===== src/rtl/slx_pkg.sv =====
// Shared types and constants for the shell command lexer.
// Holds the character and token request formats and the queue entry format.
// No dependencies.
package slx_pkg;

	// Token kinds
	localparam logic [3:0] K_SEP    = 4'd0;
	localparam logic [3:0] K_PIPE   = 4'd1;
	localparam logic [3:0] K_LT     = 4'd2;
	localparam logic [3:0] K_GT     = 4'd3;
	localparam logic [3:0] K_APPEND = 4'd4;
	localparam logic [3:0] K_ANDAND = 4'd5;
	localparam logic [3:0] K_BYTE   = 4'd6;
	localparam logic [3:0] K_WEND   = 4'd7;
	localparam logic [3:0] K_DONE   = 4'd8;

	// Characters of interest
	localparam logic [7:0] C_SEMI   = 8'h3B;
	localparam logic [7:0] C_NL     = 8'h0A;
	localparam logic [7:0] C_PIPE   = 8'h7C;
	localparam logic [7:0] C_LT     = 8'h3C;
	localparam logic [7:0] C_GT     = 8'h3E;
	localparam logic [7:0] C_AMP    = 8'h26;
	localparam logic [7:0] C_BSL    = 8'h5C;
	localparam logic [7:0] C_SQUOTE = 8'h27;
	localparam logic [7:0] C_DQUOTE = 8'h22;
	localparam logic [7:0] C_SPACE  = 8'h20;
	localparam logic [7:0] C_TAB    = 8'h09;
	localparam logic [7:0] C_VT     = 8'h0B;
	localparam logic [7:0] C_FF     = 8'h0C;
	localparam logic [7:0] C_CR     = 8'h0D;

	typedef struct packed {
		logic [7:0] in_char;
		logic       end_of_input;
	} char_t;

	typedef struct packed {
		logic [3:0]  kind;
		logic [7:0]  word_byte;
		logic [15:0] token_total;
		logic        last;
	} tok_t;

	// One classified character: up to two results, done total carried along
	typedef struct packed {
		logic [1:0]  count;
		logic [3:0]  kind0;
		logic [7:0]  byte0;
		logic [3:0]  kind1;
		logic [7:0]  byte1;
		logic [15:0] total;
	} entry_t;

endpackage


===== src/rtl/slx_front.sv =====
// Front part of the shell command lexer: accepts characters, tracks the
// lexer mode and token count, and turns each character into a queue entry.
// Depends on slx_pkg.
module slx_front #(
	parameter int COUNT_BITS = 16
) (
	input  logic           clk,
	input  logic           arst_n,
	input  logic           accept,
	input  slx_pkg::char_t char_data,
	output logic           push,
	output slx_pkg::entry_t entry
);

	localparam logic [2:0] M_IDLE  = 3'd0;
	localparam logic [2:0] M_GT    = 3'd1;
	localparam logic [2:0] M_AMP   = 3'd2;
	localparam logic [2:0] M_BSL   = 3'd3;
	localparam logic [2:0] M_WORD  = 3'd4;
	localparam logic [2:0] M_QUOTE = 3'd5;
	localparam logic [COUNT_BITS-1:0] CNT_MAX = {COUNT_BITS{1'b1}};

	typedef struct packed {
		logic       emit;
		logic [3:0] kind;
		logic [7:0] byte_val;
		logic [2:0] mode;
		logic       set_quote;
		logic       quote_dbl;
	} outside_t;

	logic [2:0]            mode_q;
	logic                  qdbl_q;
	logic [COUNT_BITS-1:0] tokens_q;

	logic [7:0]            c;
	logic                  blank;
	outside_t              oc;
	logic                  pre_emit;
	logic [3:0]            pre_kind;
	logic                  post_emit;
	logic [3:0]            post_kind;
	logic [7:0]            post_byte;
	logic [2:0]            mode_d;
	logic                  qdbl_d;
	logic                  clear;
	logic [COUNT_BITS-1:0] t_pre;
	logic [COUNT_BITS-1:0] t_all;
	logic                  post_counts;

	assign c = char_data.in_char;
	assign blank = (c == slx_pkg::C_SPACE) || (c == slx_pkg::C_TAB) ||
		(c == slx_pkg::C_NL) || (c == slx_pkg::C_VT) ||
		(c == slx_pkg::C_FF) || (c == slx_pkg::C_CR);

	// Classify a character seen outside a word
	always_comb begin
		oc = '0;
		oc.mode = M_IDLE;
		oc.byte_val = 8'h00;
		case (c)
			slx_pkg::C_SEMI, slx_pkg::C_NL: begin
				oc.emit = 1'b1;
				oc.kind = slx_pkg::K_SEP;
			end
			slx_pkg::C_PIPE: begin
				oc.emit = 1'b1;
				oc.kind = slx_pkg::K_PIPE;
			end
			slx_pkg::C_LT: begin
				oc.emit = 1'b1;
				oc.kind = slx_pkg::K_LT;
			end
			slx_pkg::C_GT:  oc.mode = M_GT;
			slx_pkg::C_AMP: oc.mode = M_AMP;
			slx_pkg::C_BSL: oc.mode = M_BSL;
			slx_pkg::C_SQUOTE, slx_pkg::C_DQUOTE: begin
				oc.mode = M_QUOTE;
				oc.set_quote = 1'b1;
				oc.quote_dbl = (c == slx_pkg::C_DQUOTE);
			end
			default: begin
				if (!blank) begin
					oc.emit = 1'b1;
					oc.kind = slx_pkg::K_BYTE;
					oc.byte_val = c;
					oc.mode = M_WORD;
				end
			end
		endcase
	end

	// Next mode and the pair of results for this character
	always_comb begin
		pre_emit = 1'b0;
		pre_kind = slx_pkg::K_SEP;
		post_emit = 1'b0;
		post_kind = slx_pkg::K_SEP;
		post_byte = 8'h00;
		mode_d = mode_q;
		qdbl_d = qdbl_q;
		clear = 1'b0;
		if (char_data.end_of_input) begin
			clear = 1'b1;
			if (mode_q == M_GT) begin
				pre_emit = 1'b1;
				pre_kind = slx_pkg::K_GT;
			end else if (mode_q == M_WORD || mode_q == M_QUOTE) begin
				pre_emit = 1'b1;
				pre_kind = slx_pkg::K_WEND;
			end
			post_emit = 1'b1;
			post_kind = slx_pkg::K_DONE;
		end else begin
			case (mode_q)
				M_GT: begin
					pre_emit = 1'b1;
					if (c == slx_pkg::C_GT) begin
						pre_kind = slx_pkg::K_APPEND;
						mode_d = M_IDLE;
					end else begin
						pre_kind = slx_pkg::K_GT;
						post_emit = oc.emit;
						post_kind = oc.kind;
						post_byte = oc.byte_val;
						mode_d = oc.mode;
						if (oc.set_quote) qdbl_d = oc.quote_dbl;
					end
				end
				M_AMP: begin
					if (c == slx_pkg::C_AMP) begin
						pre_emit = 1'b1;
						pre_kind = slx_pkg::K_ANDAND;
						mode_d = M_IDLE;
					end else begin
						post_emit = oc.emit;
						post_kind = oc.kind;
						post_byte = oc.byte_val;
						mode_d = oc.mode;
						if (oc.set_quote) qdbl_d = oc.quote_dbl;
					end
				end
				M_BSL: begin
					// drop an escaped newline
					if (c == slx_pkg::C_NL) begin
						mode_d = M_IDLE;
					end else begin
						post_emit = oc.emit;
						post_kind = oc.kind;
						post_byte = oc.byte_val;
						mode_d = oc.mode;
						if (oc.set_quote) qdbl_d = oc.quote_dbl;
					end
				end
				M_WORD: begin
					if (blank) begin
						pre_emit = 1'b1;
						pre_kind = slx_pkg::K_WEND;
						post_emit = oc.emit;
						post_kind = oc.kind;
						post_byte = oc.byte_val;
						mode_d = oc.mode;
					end else if (c == slx_pkg::C_SQUOTE || c == slx_pkg::C_DQUOTE) begin
						mode_d = M_QUOTE;
						qdbl_d = (c == slx_pkg::C_DQUOTE);
					end else begin
						post_emit = 1'b1;
						post_kind = slx_pkg::K_BYTE;
						post_byte = c;
					end
				end
				M_QUOTE: begin
					if (c == (qdbl_q ? slx_pkg::C_DQUOTE : slx_pkg::C_SQUOTE)) begin
						mode_d = M_WORD;
					end else begin
						post_emit = 1'b1;
						post_kind = slx_pkg::K_BYTE;
						post_byte = c;
					end
				end
				default: begin
					post_emit = oc.emit;
					post_kind = oc.kind;
					post_byte = oc.byte_val;
					mode_d = oc.mode;
					if (oc.set_quote) qdbl_d = oc.quote_dbl;
				end
			endcase
		end
	end

	// Saturating token count: the pre result always counts when present
	assign post_counts = post_emit && (post_kind != slx_pkg::K_BYTE) &&
		(post_kind != slx_pkg::K_DONE);
	assign t_pre = (pre_emit && tokens_q != CNT_MAX) ? tokens_q + 1'b1 : tokens_q;
	assign t_all = (post_counts && t_pre != CNT_MAX) ? t_pre + 1'b1 : t_pre;

	// Pack the results into one entry
	always_comb begin
		entry = '0;
		entry.total = (32'(t_pre) > 32'h0000_FFFF) ? 16'hFFFF : 16'(t_pre);
		if (pre_emit) begin
			entry.kind0 = pre_kind;
			entry.kind1 = post_kind;
			entry.byte1 = post_byte;
			entry.count = post_emit ? 2'd2 : 2'd1;
		end else begin
			entry.kind0 = post_kind;
			entry.byte0 = post_byte;
			entry.kind1 = slx_pkg::K_SEP;
			entry.count = post_emit ? 2'd1 : 2'd0;
		end
	end

	assign push = accept && (entry.count != 2'd0);

	// Advance lexer state on each accepted character
	always_ff @(posedge clk or negedge arst_n) begin
		if (!arst_n) begin
			mode_q <= M_IDLE;
			qdbl_q <= 1'b0;
			tokens_q <= '0;
		end else if (accept) begin
			if (clear) begin
				mode_q <= M_IDLE;
				qdbl_q <= 1'b0;
				tokens_q <= '0;
			end else begin
				mode_q <= mode_d;
				qdbl_q <= qdbl_d;
				tokens_q <= t_all;
			end
		end
	end

endmodule


===== src/rtl/slx_queue.sv =====
// Short register queue of classified entries between front and back.
// Depends on slx_pkg.
module slx_queue #(
	parameter int DEPTH = 4
) (
	input  logic            clk,
	input  logic            arst_n,
	input  logic            push,
	input  slx_pkg::entry_t push_entry,
	input  logic            pop,
	output logic            full,
	output logic            empty,
	output slx_pkg::entry_t head
);

	localparam int PW = (DEPTH > 1) ? $clog2(DEPTH) : 1;
	localparam int CW = $clog2(DEPTH + 1);
	localparam logic [PW-1:0] LAST_PTR = PW'(DEPTH - 1);

	slx_pkg::entry_t slot_q [DEPTH];
	logic [PW-1:0] wr_q;
	logic [PW-1:0] rd_q;
	logic [CW-1:0] fill_q;
	logic do_push;
	logic do_pop;

	assign full = (fill_q == CW'(DEPTH));
	assign empty = (fill_q == '0);
	assign head = slot_q[rd_q];
	assign do_push = push && !full;
	assign do_pop = pop && !empty;

	// Store the entry at the tail
	always_ff @(posedge clk) begin
		if (do_push) slot_q[wr_q] <= push_entry;
	end

	// Advance pointers and fill count
	always_ff @(posedge clk or negedge arst_n) begin
		if (!arst_n) begin
			wr_q <= '0;
			rd_q <= '0;
			fill_q <= '0;
		end else begin
			if (do_push) wr_q <= (wr_q == LAST_PTR) ? '0 : wr_q + 1'b1;
			if (do_pop) rd_q <= (rd_q == LAST_PTR) ? '0 : rd_q + 1'b1;
			if (do_push && !do_pop) fill_q <= fill_q + 1'b1;
			else if (do_pop && !do_push) fill_q <= fill_q - 1'b1;
		end
	end

endmodule


===== src/rtl/slx_back.sv =====
// Back part of the shell command lexer: walks each queue entry's results
// into a registered token output. Depends on slx_pkg.
module slx_back (
	input  logic            clk,
	input  logic            arst_n,
	input  logic            head_valid,
	input  slx_pkg::entry_t head,
	output logic            pop,
	input  logic            tok_stall,
	output logic            tok_valid,
	output slx_pkg::tok_t   tok_data
);

	logic          sel_q;
	logic          valid_q;
	slx_pkg::tok_t data_q;
	logic          load;
	logic          is_last;
	slx_pkg::tok_t next;

	assign load = head_valid && (!valid_q || !tok_stall);
	assign is_last = sel_q || (head.count == 2'd1);
	assign pop = load && is_last;

	// Pick the current result of the head entry
	always_comb begin
		next.kind = sel_q ? head.kind1 : head.kind0;
		next.word_byte = sel_q ? head.byte1 : head.byte0;
		next.token_total = (next.kind == slx_pkg::K_DONE) ? head.total : 16'h0000;
		next.last = is_last;
	end

	// Hold payload until taken
	always_ff @(posedge clk) begin
		if (load) data_q <= next;
	end

	// Track output valid and position within the entry
	always_ff @(posedge clk or negedge arst_n) begin
		if (!arst_n) begin
			valid_q <= 1'b0;
			sel_q <= 1'b0;
		end else if (load) begin
			valid_q <= 1'b1;
			sel_q <= !is_last;
		end else if (!tok_stall) begin
			valid_q <= 1'b0;
		end
	end

	assign tok_valid = valid_q;
	assign tok_data = data_q;

endmodule


===== src/rtl/shell_command_lexer_unit.sv =====
// Shell command lexer: top level tying front, queue and back together.
// Depends on slx_pkg, slx_front, slx_queue and slx_back.
//
// Usage:
//   char channel (char_valid, char_stall, char_data) takes one command-line
//   byte per request, or an end-of-input mark that closes the line.
//   tok channel (tok_valid, tok_stall, tok_data) delivers tokens: separators,
//   pipes, redirects, and-and, word bytes, word ends and a final done that
//   reports the saturated token count. last marks a character's final token.
// Throughput: one character per cycle as long as the token side keeps up;
//   a character yields zero, one or two tokens, and the back end drains one
//   token per cycle, so two-token characters set the rate when sustained.
// Path: an accepted character's tokens pass through a queue write, then the
//   output register, before they appear at the output.
// Stall: tok_stall holds the output register; the queue of QUEUE_DEPTH
//   entries absorbs characters, and char_stall rises only when it is full.
// Reset: arst_n clears the lexer mode, quote flag, token count, queue and
//   output valid; the block is ready as soon as reset is released.
module shell_command_lexer_unit #(
	parameter int COUNT_BITS  = 16,
	parameter int QUEUE_DEPTH = 4
) (
	input  logic           clk,
	input  logic           arst_n,
	input  logic           char_valid,
	output logic           char_stall,
	input  slx_pkg::char_t char_data,
	output logic           tok_valid,
	input  logic           tok_stall,
	output slx_pkg::tok_t  tok_data
);

	logic            accept;
	logic            push;
	slx_pkg::entry_t entry;
	logic            full;
	logic            empty;
	slx_pkg::entry_t head;
	logic            pop;

	assign char_stall = full;
	assign accept = char_valid && !full;

	slx_front #(
		.COUNT_BITS(COUNT_BITS)
	) u_front (
		.clk(clk),
		.arst_n(arst_n),
		.accept(accept),
		.char_data(char_data),
		.push(push),
		.entry(entry)
	);

	slx_queue #(
		.DEPTH(QUEUE_DEPTH)
	) u_queue (
		.clk(clk),
		.arst_n(arst_n),
		.push(push),
		.push_entry(entry),
		.pop(pop),
		.full(full),
		.empty(empty),
		.head(head)
	);

	slx_back u_back (
		.clk(clk),
		.arst_n(arst_n),
		.head_valid(!empty),
		.head(head),
		.pop(pop),
		.tok_stall(tok_stall),
		.tok_valid(tok_valid),
		.tok_data(tok_data)
	);

endmodule


===== config.mk =====
export PLATFORM = sky130hd
export DESIGN_NAME = shell_command_lexer_unit
export DESIGN_NICKNAME = d
export VERILOG_FILES = /design/src/rtl/slx_pkg.sv /design/src/rtl/slx_front.sv /design/src/rtl/slx_queue.sv /design/src/rtl/slx_back.sv /design/src/rtl/shell_command_lexer_unit.sv
export SDC_FILE = /design/constraint.sdc
export NUM_CORES = 1
export LEC_CHECK = 0
export BUFFER_PORTS_ARGS = -buffer_cell sky130_fd_sc_hd__buf_4
export CORE_ASPECT_RATIO = 1.2
export CORE_UTILIZATION = 55
export CTS_BUF_LIST = sky130_fd_sc_hd__clkbuf_4 sky130_fd_sc_hd__clkbuf_8 sky130_fd_sc_hd__clkbuf_16
export CTS_CLUSTER_DIAMETER = 60
export CTS_CLUSTER_SIZE = 10
export DETAILED_ROUTE_END_ITERATION = 16
export PLACE_DENSITY = 0.84
export SLEW_MARGIN = 10
export SYNTH_ARGS = -nofsm -noshare
export SYNTH_HDL_FRONTEND = slang
export SYNTH_SLANG_ARGS = --single-unit
export TNS_END_PERCENT = 20

===== constraint.sdc =====
create_clock -name clk -period 5.1 [get_ports clk]
set_input_delay 0.51 -clock clk [delete_from_list [all_inputs] [get_ports clk]]
set_output_delay 0.51 -clock clk [all_outputs]
set_load 0.02 [all_outputs]

==> impl_summary.txt <==
----------------------------------------------------
[Status]
  Outcome ... finished clean

[Timing]
  Clock Skews ... 0.00979 ns
  Setup repair after global routing missed its margin ... no
  Total negative slack for setup checks ... 0 ns
  Final Hold Viols ... 0
  Post-route clock period utilization ... 86.4%
  Worst slew slack as a fraction of its limit ... 30.3%
  Max frequency ... 227 MHz
  Tightest Pin Transition ... 1.04 ns
  Final worst slack ... 0.693 ns
  Max-slew violation count ... 0
  Final min period ... 4.41 ns
  Endpoints failing setup ... 0

[Detailed routing]
  Number of iterations in the first detailed-routing pass ... 5
  Number of remaining DRC errors ... 0
  Average wire length per cell after detail routing ... 22.4 um
  Count of antenna-violating nets left after detailed routing ... 0
  Wire length reported by the detailed router ... between 20,000 and 25,000 um
  Number of DRC markers in iteration 0 ... 724
  Number of vias per cell after detailed routing ... 6.28
  Total number of vias ... 6,569

[Setup path]
  Number of buffers and inverters on the critical path ... 2
  Critical path peak fanout ... 11
  Worst flop-to-flop path endpoint ... u_front.tokens_q[2]
  Critical path startpoint category ... flop
  Register-to-Register Setup Slack ... 0.69 ns
  Arrival time worst endpoint ... 4.80 ns
  Total stage count of the critical path ... 14
  Startpoint-to-endpoint class of the critical path ... reg -> reg
  Startpoint of the most critical register-to-register path ... u_front.tokens_q[0]
  Category of cells accounting for the largest share of critical-path delay ... simple AND/OR/NAND/NOR gates
  CP max-delay cell ... sky130_fd_sc_hd__or4_4
  Critical path launch point ... u_front.tokens_q[0]
  Largest incremental delay on the critical path ... 0.58 ns
  Worst Reg2Reg Path Length in Cells ... 14
  Worst Setup EP ... u_front.tokens_q[2]
  Worst Setup End Kind ... flop
  Required time of the worst setup path ... 5.49 ns
  Cell chain of the critical path ... ha_1 -> nand4_2 -> nor4_1 -> buf_4 -> nor2_1 -> buf_4 -> o21ai_1 -> xnor2_1 -> ha_1 -> o31ai_1 -> or4_4 -> and3_4 -> mux2_4 -> o32a_1

[Synth]
  Count of flip-flops with a built-in enable after synthesis ... 197
  Share of the yosys chip area belonging to registers ... 63.4%
  Proportion of netlist area held by the largest area contributor ... 56.4%
  Post-synth top flop ... sky130_fd_sc_hd__edfxtp_1
  Largest cells by area after synthesis ... sky130_fd_sc_hd__edfxtp_1 (56%), sky130_fd_sc_hd__mux4_2 (8.6%), sky130_fd_sc_hd__dfrtp_1 (6.9%), sky130_fd_sc_hd__nand2_1 (2.6%), sky130_fd_sc_hd__xnor2_1 (1.4%)
  Proportion of register bits with asynchronous set or reset after synthesis ... 12.8%
  Post-synthesis cell type with the largest combined area ... sky130_fd_sc_hd__edfxtp_1
  Mean instance size in the synthesized netlist ... roughly 14 um2
  Number of synthesis warnings ... 0
  Cells after Synth ... 723
  Number of synthesized register bits ... around 230
  Synth Cell Area ... 0.0105 mm2
  Synthesized net count ... 748
  Number of unique standard cell types used by synthesis ... 85

[Clock network]
  Clock tree buffer depth ... 3
  Clock sink count ... ~230
  TritonCTS clock tree ... built
  Number of clock buffers inserted by TritonCTS ... 27
  Post-CTS setup repair buffer count ... 0
  Latest clock arrival within the worst-skew pair ... 0.51 ns
  Cell chosen for the clock root ... sky130_fd_sc_hd__clkbuf_16
  Number of levels in the clock H-tree ... 1
  Clock-pin slew of the registers on the worst-case setup and hold paths ... 0.06 ns

[Power]
  Psw ... 1.98 mW
  Total power ... 6.40 mW
  Internal power ... roughly 4.4 mW
  Part of the power in combinational logic ... 28.6%
  VDD IR-drop max ... 0.370 mV
  Leakage ... 4.32 nW
  Sequential Power Share ... between 40% and 50%
  Power per cell area ... 536 mW/mm2
  Net switching share of the total power ... 30.9%
  Clock network fraction of design power ... 27.5%

[Global route]
  Met3 layer usage reported by global route ... approximately 3.8%
  Global-route wire length before repair ... 37,100 um
  Pin count of the biggest net entering global routing ... 43
  M1 GR Usage ... 34.1%
  Met2 track utilization from global routing ... 40.8%
  Most Crowded Layer GR ... met2
  GRT Total Usage ... between 20% and 30%
  Number of global-route vias before repair ... 6,602
  Antenna violations before repair ... 0
  Remaining global-route overflow ... 0

[Floorplanning]
  Horizontal die dimension ... approximately 130 um
  Area of the placeable core ... 0.0184 mm2
  FP Rows ... 54
  Starting Density ... ~57%
  # IOs ... 44
  Die Y-Extent ... 153 um
  Die Outline Area ... 0.0196 mm2

[Min path]
  Worst Hold Class ... in -> reg

[Placement]
  Estimated wirelength of the detail-placed design ... 15,000 um
  Pre-CTS setup slack ... 0.477 ns
  GPL Wtd Cong ... 0.906
  Number of I/O port buffers ... 43

[Flow run]
  Number of max-cap violations ... 0

[Finish]
  Count of nets after finishing ... 801
  Antenna cell count ... 0
  Fraction of layout instances using a drive strength above 1 ... between 20% and 30%
  Layout overhead on the synthesized area ... 13.9%
  Commonest non-fill, non-tap cells in the layout ... sky130_fd_sc_hd__edfxtp_1 (197), sky130_fd_sc_hd__nand2_1 (72), sky130_fd_sc_hd__buf_4 (56)
  Most frequent standard cell in the layout excluding fill and tap cells ... sky130_fd_sc_hd__edfxtp_1

----------------------------------------------------
[through the flow]
| step | utilization, % | instances | hold slack [ns] | cell area [um2] |
|---|---|---|---|---|
| 6_report | 64.7 | 1046 | 0.247 | 11900 |
| 5_1_grt | 64.7 | 1046 | 0.247 | 11900 |
| 4_1_cts | 64.7 | 1046 | 0.239 | 11900 |
| 3_5_place_dp | 60.2 | 998 | 0.473 | 11100 |
| 3_3_place_gp | 60.2 | 998 | 0.464 | 11100 |
| 2_1_floorplan | - | 723 | 0.214 | 10500 |
[per-layer routing]
layer | up-vias | part of all wire [%] | routed length [um]
li1 | 2901 | - | -
met1 | 3291 | 40 | 9270
met2 | 333 | 50 | 11700
met3 | 44 | 7.8 | 1830
met4 | 0 | 2.6 | 616
met5 | - | 0 | 0
[synthesized netlist by cell type, types with 6 or more instances]
cell	instances
sky130_fd_sc_hd__a21oi_1	15
sky130_fd_sc_hd__a22o_1	10
sky130_fd_sc_hd__and2_1	16
sky130_fd_sc_hd__and3_1	16
sky130_fd_sc_hd__buf_2	6
sky130_fd_sc_hd__clkbuf_1	16
sky130_fd_sc_hd__dfrtp_1	29
sky130_fd_sc_hd__edfxtp_1	197
sky130_fd_sc_hd__ha_1	11
sky130_fd_sc_hd__inv_1	18
sky130_fd_sc_hd__mux2_2	6
sky130_fd_sc_hd__mux4_2	40
sky130_fd_sc_hd__nand2_1	72
sky130_fd_sc_hd__nand2b_1	7
sky130_fd_sc_hd__nand3_1	17
sky130_fd_sc_hd__nand4_1	10
sky130_fd_sc_hd__nor2_1	29
sky130_fd_sc_hd__nor2b_1	20
sky130_fd_sc_hd__nor3_1	18
sky130_fd_sc_hd__o21ai_0	21
sky130_fd_sc_hd__xnor2_1	17
sky130_fd_sc_hd__xor2_1	8
[worst min path at each step]
stage	slack, ns	depth (start not counted)	from	endpoint
detailed placement	0.47	1	arst_n	u_front.tokens_q[3]
CTS	0.24	3	tok_stall	u_back.tok_valid
global route	0.25	3	tok_stall	u_back.tok_valid
global placement	0.46	1	arst_n	u_front.tokens_q[1]
floorplan	0.21	0	arst_n	u_back.sel_q
finish	0.25	3	tok_stall	u_back.tok_valid
[state kept, by name, indices dropped and copies added, names as in the netlist]
| register | flops |
|---|---|
| u_back.tok_data | 29 |
| u_queue.fill_q | 3 |
| u_queue.rd_q | 2 |
| u_queue.wr_q | 2 |
| u_front.tokens_q | 16 |
| u_front.qdbl_q | 1 |
| u_front.mode_q | 3 |
| u_queue.slot_q | 168 |
| u_back.sel_q | 1 |
| u_back.tok_valid | 1 |
[worst min-delay path, cell delays in order]
cell,delay [ns]
sky130_fd_sc_hd__buf_4,0.10
sky130_fd_sc_hd__nand2_1,0.05
sky130_fd_sc_hd__nand2_1,0.05
[repair_timing]
| action | in CTS | in global routing |
|---|---|---|
| hold buffers | 1 | 0 |
| gates resized for setup | 0 | 0 |
| hold endpoints to repair | 29 | 0 |
| setup endpoints to repair | 0 | 0 |
[cells by family after synthesis]
kind of cell    Yosys count  share of synthesized area (%)
simple gates            249                           13.1
flops                   226                           63.4
compound gates          101                           6.95
buf+inv                  56                           2.65
mux                      50                           9.67
xor+xnor                 29                           2.71
fa+ha+maj                12                           1.50
[area by class of cell]
| cell class | instances | area, um2 |
|---|---|---|
| Inverter | 19 | 71.3 |
| Tap cell | 252 | 315 |
| Multi-Input combinational cell | 441 | 3580 |
| Clock inverter | 3 | 20.0 |
| Timing Repair Buffer | 61 | 510 |
| Clock buffer | 44 | 803 |
| Fill cell | 1286 | 6500 |
| Sequential cell | 226 | 6640 |
[power by group through the flow]
stage	clock [mW]	sequential, mW	combinational [mW]
2_1_floorplan	0	2.83	1.20
3_3_place_gp	0	2.80	1.76
3_5_place_dp	0	2.83	1.82
4_1_cts	1.78	2.81	1.84
5_1_grt	1.86	2.85	1.97
6_report	1.76	2.80	1.83
Power figures use the tool's default switching activity.
